File: src/rtl/core/bsld_pkg.sv
// Shared constants for the button short/long press detector.
package bsld_pkg;

  localparam int COUNT_WIDTH_DEFAULT = 16;

  localparam int CFG_W     = 16;
  localparam int CFG_IDX_W = 1;
  localparam int EVENT_W   = 2;

  localparam logic [CFG_IDX_W-1:0] REG_DEBOUNCE   = 1'd0;
  localparam logic [CFG_IDX_W-1:0] REG_LONG_PRESS = 1'd1;

  localparam logic [CFG_W-1:0] DEBOUNCE_RESET   = 16'd20;
  localparam logic [CFG_W-1:0] LONG_PRESS_RESET = 16'd1000;

  localparam logic [EVENT_W-1:0] EVT_NONE  = 2'd0;
  localparam logic [EVENT_W-1:0] EVT_SHORT = 2'd1;
  localparam logic [EVENT_W-1:0] EVT_LONG  = 2'd2;

endpackage

File: src/rtl/core/button_short_long_press_detector_top.sv
// Button press detector: edge debounce, long press while held, short press on release.
// A taken beat's result is registered in the output register, or the skid if stalled.
// Throughput: one pin beat per cycle; a two-entry output stage (register plus skid)
// lets a new beat in while a finished result waits, stall rises only when both are full.
// Reset (rst, synchronous, active high) clears press tracking, both elapsed counters,
// the output stage, and loads the thresholds with 20 and 1000 ticks.
module button_short_long_press_detector_top #(
  parameter int COUNT_WIDTH = bsld_pkg::COUNT_WIDTH_DEFAULT
) (
  input  logic                          clk,
  input  logic                          rst,
  input  logic                          in_valid,
  output logic                          in_stall,
  input  logic                          pin_level,
  output logic                          out_valid,
  input  logic                          out_stall,
  output logic [bsld_pkg::EVENT_W-1:0]  press_event,
  output logic                          is_pressed,
  input  logic                          cfg_valid,
  output logic                          cfg_ready,
  input  logic [bsld_pkg::CFG_IDX_W-1:0] cfg_index,
  input  logic [bsld_pkg::CFG_W-1:0]    cfg_data
);
  import bsld_pkg::*;

  localparam int CMP_W = (COUNT_WIDTH > CFG_W) ? COUNT_WIDTH : CFG_W;

  logic [CFG_W-1:0]       debounce_ticks;
  logic [CFG_W-1:0]       long_press_ticks;

  logic                   previous_level;
  logic                   press_active;
  logic                   long_fired;
  logic [COUNT_WIDTH-1:0] ticks_since_accept;
  logic [COUNT_WIDTH-1:0] held_ticks;

  logic                   previous_level_next;
  logic                   press_active_next;
  logic                   long_fired_next;
  logic [COUNT_WIDTH-1:0] ticks_since_accept_next;
  logic [COUNT_WIDTH-1:0] held_ticks_next;
  logic [EVENT_W-1:0]     event_next;

  logic                   skid_valid;
  logic [EVENT_W-1:0]     skid_event;
  logic                   skid_pressed;

  logic                   in_take;
  logic                   out_take;

  logic [CMP_W-1:0]       debounce_ext;
  logic [CMP_W-1:0]       long_ext;
  logic [CMP_W-1:0]       since_ext;
  logic [CMP_W-1:0]       held_ext;
  logic                   edge_ok;
  logic                   act0;
  logic                   fired0;
  logic [COUNT_WIDTH-1:0] held0;
  logic [COUNT_WIDTH-1:0] since0;

  assign cfg_ready = 1'b1;
  assign in_stall  = skid_valid;
  assign in_take   = in_valid & ~skid_valid;
  assign out_take  = out_valid & ~out_stall;

  always_ff @(posedge clk) begin
    if (rst) begin
      debounce_ticks   <= DEBOUNCE_RESET;
      long_press_ticks <= LONG_PRESS_RESET;
    end else if (cfg_valid && cfg_ready) begin
      unique case (cfg_index)
        REG_DEBOUNCE:   debounce_ticks   <= cfg_data;
        REG_LONG_PRESS: long_press_ticks <= cfg_data;
        default: ;
      endcase
    end
  end

  always_comb begin
    debounce_ext = CMP_W'(debounce_ticks);
    long_ext     = CMP_W'(long_press_ticks);
    since_ext    = CMP_W'(ticks_since_accept);

    // a rising edge restarts tracking only once the debounce time has gone by
    edge_ok = pin_level & ~previous_level & (since_ext >= debounce_ext);
    act0    = press_active | edge_ok;
    fired0  = edge_ok ? 1'b0 : long_fired;
    held0   = edge_ok ? '0 : held_ticks;
    since0  = edge_ok ? '0 : ticks_since_accept;
    held_ext = CMP_W'(held0);

    event_next        = EVT_NONE;
    press_active_next = act0;
    long_fired_next   = fired0;
    held_ticks_next   = held0;

    if (act0) begin
      if (!pin_level) begin
        if (!fired0 && (held_ext >= debounce_ext)) begin
          event_next = EVT_SHORT;
        end
        press_active_next = 1'b0;
        long_fired_next   = 1'b0;
        held_ticks_next   = '0;
      end else if (!fired0 && (held_ext >= long_ext)) begin
        long_fired_next = 1'b1;
        event_next      = EVT_LONG;
      end
    end

    // saturating advance
    ticks_since_accept_next = (&since0) ? since0 : since0 + 1'b1;
    if (press_active_next && !(&held_ticks_next)) begin
      held_ticks_next = held_ticks_next + 1'b1;
    end
    previous_level_next = pin_level;
  end

  always_ff @(posedge clk) begin
    if (rst) begin
      previous_level     <= 1'b0;
      press_active       <= 1'b0;
      long_fired         <= 1'b0;
      ticks_since_accept <= '0;
      held_ticks         <= '0;
    end else if (in_take) begin
      previous_level     <= previous_level_next;
      press_active       <= press_active_next;
      long_fired         <= long_fired_next;
      ticks_since_accept <= ticks_since_accept_next;
      held_ticks         <= held_ticks_next;
    end
  end

  // output register with a skid entry behind it
  always_ff @(posedge clk) begin
    if (rst) begin
      out_valid  <= 1'b0;
      skid_valid <= 1'b0;
    end else begin
      if (out_take && skid_valid) begin
        out_valid  <= 1'b1;
        skid_valid <= 1'b0;
      end else if (in_take) begin
        if (out_valid && !out_take) begin
          skid_valid <= 1'b1;
        end else begin
          out_valid <= 1'b1;
        end
      end else if (out_take) begin
        out_valid <= 1'b0;
      end
    end
  end

  always_ff @(posedge clk) begin
    if (out_take && skid_valid) begin
      press_event <= skid_event;
      is_pressed  <= skid_pressed;
    end else if (in_take) begin
      if (out_valid && !out_take) begin
        skid_event   <= event_next;
        skid_pressed <= press_active_next;
      end else begin
        press_event <= event_next;
        is_pressed  <= press_active_next;
      end
    end
  end

endmodule

File: config.mk
export PLATFORM = sky130hd
export DESIGN_NAME = button_short_long_press_detector_top
export DESIGN_NICKNAME = d
export VERILOG_FILES = /design/src/rtl/core/bsld_pkg.sv /design/src/rtl/core/button_short_long_press_detector_top.sv
export SDC_FILE = /design/constraint.sdc
export NUM_CORES = 1
export LEC_CHECK = 0
export BUFFER_PORTS_ARGS = -buffer_cell sky130_fd_sc_hd__buf_2
export CAP_MARGIN = 25
export CELL_PAD_IN_SITES_DETAIL_PLACEMENT = 0
export CELL_PAD_IN_SITES_GLOBAL_PLACEMENT = 1
export CORE_MARGIN = 5
export CORE_UTILIZATION = 46
export DETAILED_ROUTE_END_ITERATION = 12
export PLACE_DENSITY_LB_ADDON = 0.08
export SYNTH_ARGS = -nofsm -noshare
export SYNTH_HDL_FRONTEND = slang
export SYNTH_SLANG_ARGS = --single-unit
File: constraint.sdc
create_clock -name clk -period 5.5 [get_ports clk]
set_input_delay 0.55 -clock clk [delete_from_list [all_inputs] [get_ports clk]]
set_output_delay 0.55 -clock clk [all_outputs]
set_load 0.05 [all_outputs]
==> summary.md <==
| Metric | Value |
|---|---|
| Io pins | `29` |
| Syn nets | `653` |
| Syn-to-layout area delta | `9.48%` |
| P_sw | `298 uW` |
| F_max | `242 MHz` |
| Initial antenna violation count | `0` |
| Max rail drop VDD | `0.137 mV` |
| CORE AREA | `9820 sq um` |
| Utilization after layout | `51.9%` |
| Die Ht | `111 microns` |
| Final period utilization | `75.2%` |
| Die Wd | `111 microns` |
| Port Buffers | `27` |
| CTS resizes | `0` |
| Final HPWL DP | `9.16 mm` |
| Crit-path cells | `inv_1 > ha_1 > nand2b_1 > a2111o_1 > a32oi_2 > a21bo_1 > buf_4 > and2_1 > ha_1 > nand3_1 > or3_1 > and3_1 > nand3_1 > a21oi_1 > o32ai_1` |
| Slew margin rel. | `40.6%` |
| Layout Skew | `14.2 ps` |
| Largest net degree at the start of global routing | `55` |
| Net Sw Frac | `26.9%` |
| Clk_lat worst skew | `370 ps` |
| Least-Margin Pin Slew | `891 ps` |
| WL final | `12.3 mm` |
| Layout fillers | `1032` |
| Mean number of vias per cell | `5.67` |
| Crit path max fanout | `25` |
| EDFF count, synth | `6` |
| Syn Area/Cell | `8.03 sq um` |
| Global-route wire length before repair | `20.8 mm` |
| RSZ-0062 raised after global routing | `no` |
| Core Rows | `36` |
| Hold/Removal Path Class | `input pin to register` |
| Clock slew at reported path FFs | `80 ps` |
| Crit path time final | `4140 ps` |
| Synth warn | `0` |
| Synth Register Bits | `75` |
| Setup-failing EPs final | `0` |
| Family with the most delay on the worst path | `simple AND/OR/NAND/NOR gates` |
| Post-route ant nets | `0` |
| Placer Congestion | `0.818` |
| PwrDens | `217 nW/um^2` |
| Initial Util | `47.4%` |
| Primary FF master, synth | `dfxtp_1` |
| Outcome | `finished clean` |
| Initial DRC count | `222` |
| Total Neg Setup Slack | `0 ps` |
| H-tree depth | `3` |
| Die area | `12200 sq um` |
| Gr ovfl total | `0` |
| Crit Path Class | `register to register` |
| Tot GR Track Use | `20.8%` |
| CP Launch Type | `register` |
| Most common cell after layout, fill and taps aside | `nand2_1` |
| Hold WS | `435 ps` |
| Cell-internal power | `810 uW` |
| CP required | `5760 ps` |
| Clock tree buffer depth | `2` |
| Crit path DAT | `4400 ps` |
| Clock share of power | `36.5%` |
| Hold Fails Final Rpt | `0` |
| Total CTS buffers | `9` |
| Vias in the first global route | `4116` |
| Netlist cell types | `65` |
| Post-Synthesis Cells | `580` |
| Vias | `4175` |
| Max_cap viols | `0` |
| Hold Buf Count CTS | `0` |
| Clk sink count | `75` |
| Drt first pass iters | `4` |
| Layout cells sized above 1 | `9.29%` |
| Ant diodes | `0` |
| Worst stage delay on the critical path | `490 ps` |
| Wire length per cell | `16.8 microns` |
| Worst Setup End Kind | `register` |
| CTS tree | `built` |
| Buf/Inv on CP | `2` |
| # DRC | `0` |
| Post-CTS Setup Inserts | `0` |
| Clock root buffer | `clkbuf_8` |
| Async S/R FF share, synth | `0%` |
| # nets final | `671` |
| Commonest non-fill, non-tap cells in the layout | `81 x nand2_1, 69 x dfxtp_1, 56 x a21oi_1, 50 x ha_1, 39 x inv_1` |
| Reg power frac | `52.0%` |
| Synth Cell Area | `4660 sq um` |
| Slew Limit Fails | `0` |
| Comb pwr share | `11.6%` |
| Max stage delay cell, worst path | `or3_1` |
| Leakage power total | `2.13 nW` |
| Sequential area share after synthesis | `33.5%` |
## metrics by stage
step	setup slack (ps)	power [mW]	instances	cell area (sq um)
6_report	1360	1.11	736	5100
2_1_floorplan	1620	0.673	580	4660
3_3_place_gp	1490	0.709	718	4880
4_1_cts	1380	1.11	734	5060
5_1_grt	1040	1.15	736	5100
3_5_place_dp	1400	0.712	718	4880
## synthesized netlist by cell type (all sizes together) (3+ instances only)
library cell / number / area share (%)
o21ai: 32 / 3.4
nand3: 14 / 1.5
edfxtp: 6 / 3.9
nor2: 29 / 2.3
mux2i: 3 / 0.64
nand4: 24 / 3.4
dfxtp: 69 / 30
a211o: 3 / 0.56
and3: 10 / 1.3
clkbuf: 20 / 1.6
and2: 21 / 2.8
or3: 7 / 0.94
nor4: 8 / 1.2
nand2b: 7 / 0.94
a211oi: 7 / 1.2
inv: 39 / 3.1
o22ai: 4 / 0.54
nor2b: 6 / 0.81
a21oi: 57 / 6.2
nor3: 10 / 1.2
a21o: 12 / 1.9
nand2: 82 / 6.8
o211ai: 9 / 1.5
a31oi: 4 / 0.54
ha: 50 / 13
xnor2: 5 / 0.94
buf: 7 / 0.94
## power by group through the flow
stage               sequential, mW  combinational, mW  clock (mW)
floorplan                    0.595             0.0786           0
global placement             0.588              0.121           0
detailed placement           0.588              0.124           0
CTS                          0.575              0.125       0.414
global route                 0.577              0.144       0.433
finish                       0.576              0.128       0.404
## worst min-delay path, delay by kind of cell
kind / cells / cell delay [ps]
AND/OR/NAND/NOR: 1 / 40
AO/OA/AOI/OAI: 1 / 70
buffers and inverters: 1 / 90
## registers in the layout (all words and copies together) (netlist names)
signal	flops
long_fired	1
held_ticks	16
is_pressed	1
skid_event	2
press_active	1
previous_level	1
out_valid	1
skid_pressed	1
press_event	2
long_ext	16
in_stall	1
since_ext	16
debounce_ext	16
## cell type report
cell class              count  area [sq um]  area share, %
multi-input cells         438          2830           55.4
flip-flops and latches     75          1560           30.6
repair buffers             34           211           4.15
clock buffers              14           173           3.39
well taps                 133           166           3.26
inverters                  40           150           2.94
clock inverters             2          10.0          0.196
## final timing paths
kind                      to  slack [ps]            start  depth (start not counted)
max reg2reg     since_ext[7]        1360     since_ext[0]                         15
min              long_ext[8]         430      cfg_data[8]                          3
min reg2reg  debounce_ext[3]         460  debounce_ext[3]                          2
max             since_ext[7]        1360     since_ext[0]                         15
## logic make-up after synthesis
logic type	synth area share, %
buffers and inverters	5.77
AOI/OAI and AO/OA	20.5
other	0.0805
adders and majority gates	13.4
muxes	0.886
and+or+nand+nor	24.8
DFF	33.5
xor gates and xnor gates	0.940
## metal layers
layer  routed length [microns]  vias up  GRT usage [%]
met3                       516        9           4.38
met4                       123        0           5.75
li1                          -     2137              -
met2                      5930       83           34.7
met1                      5770     1946           27.3
met5                         0        -              0
Note: power is estimated with default switching activity, not from simulation.
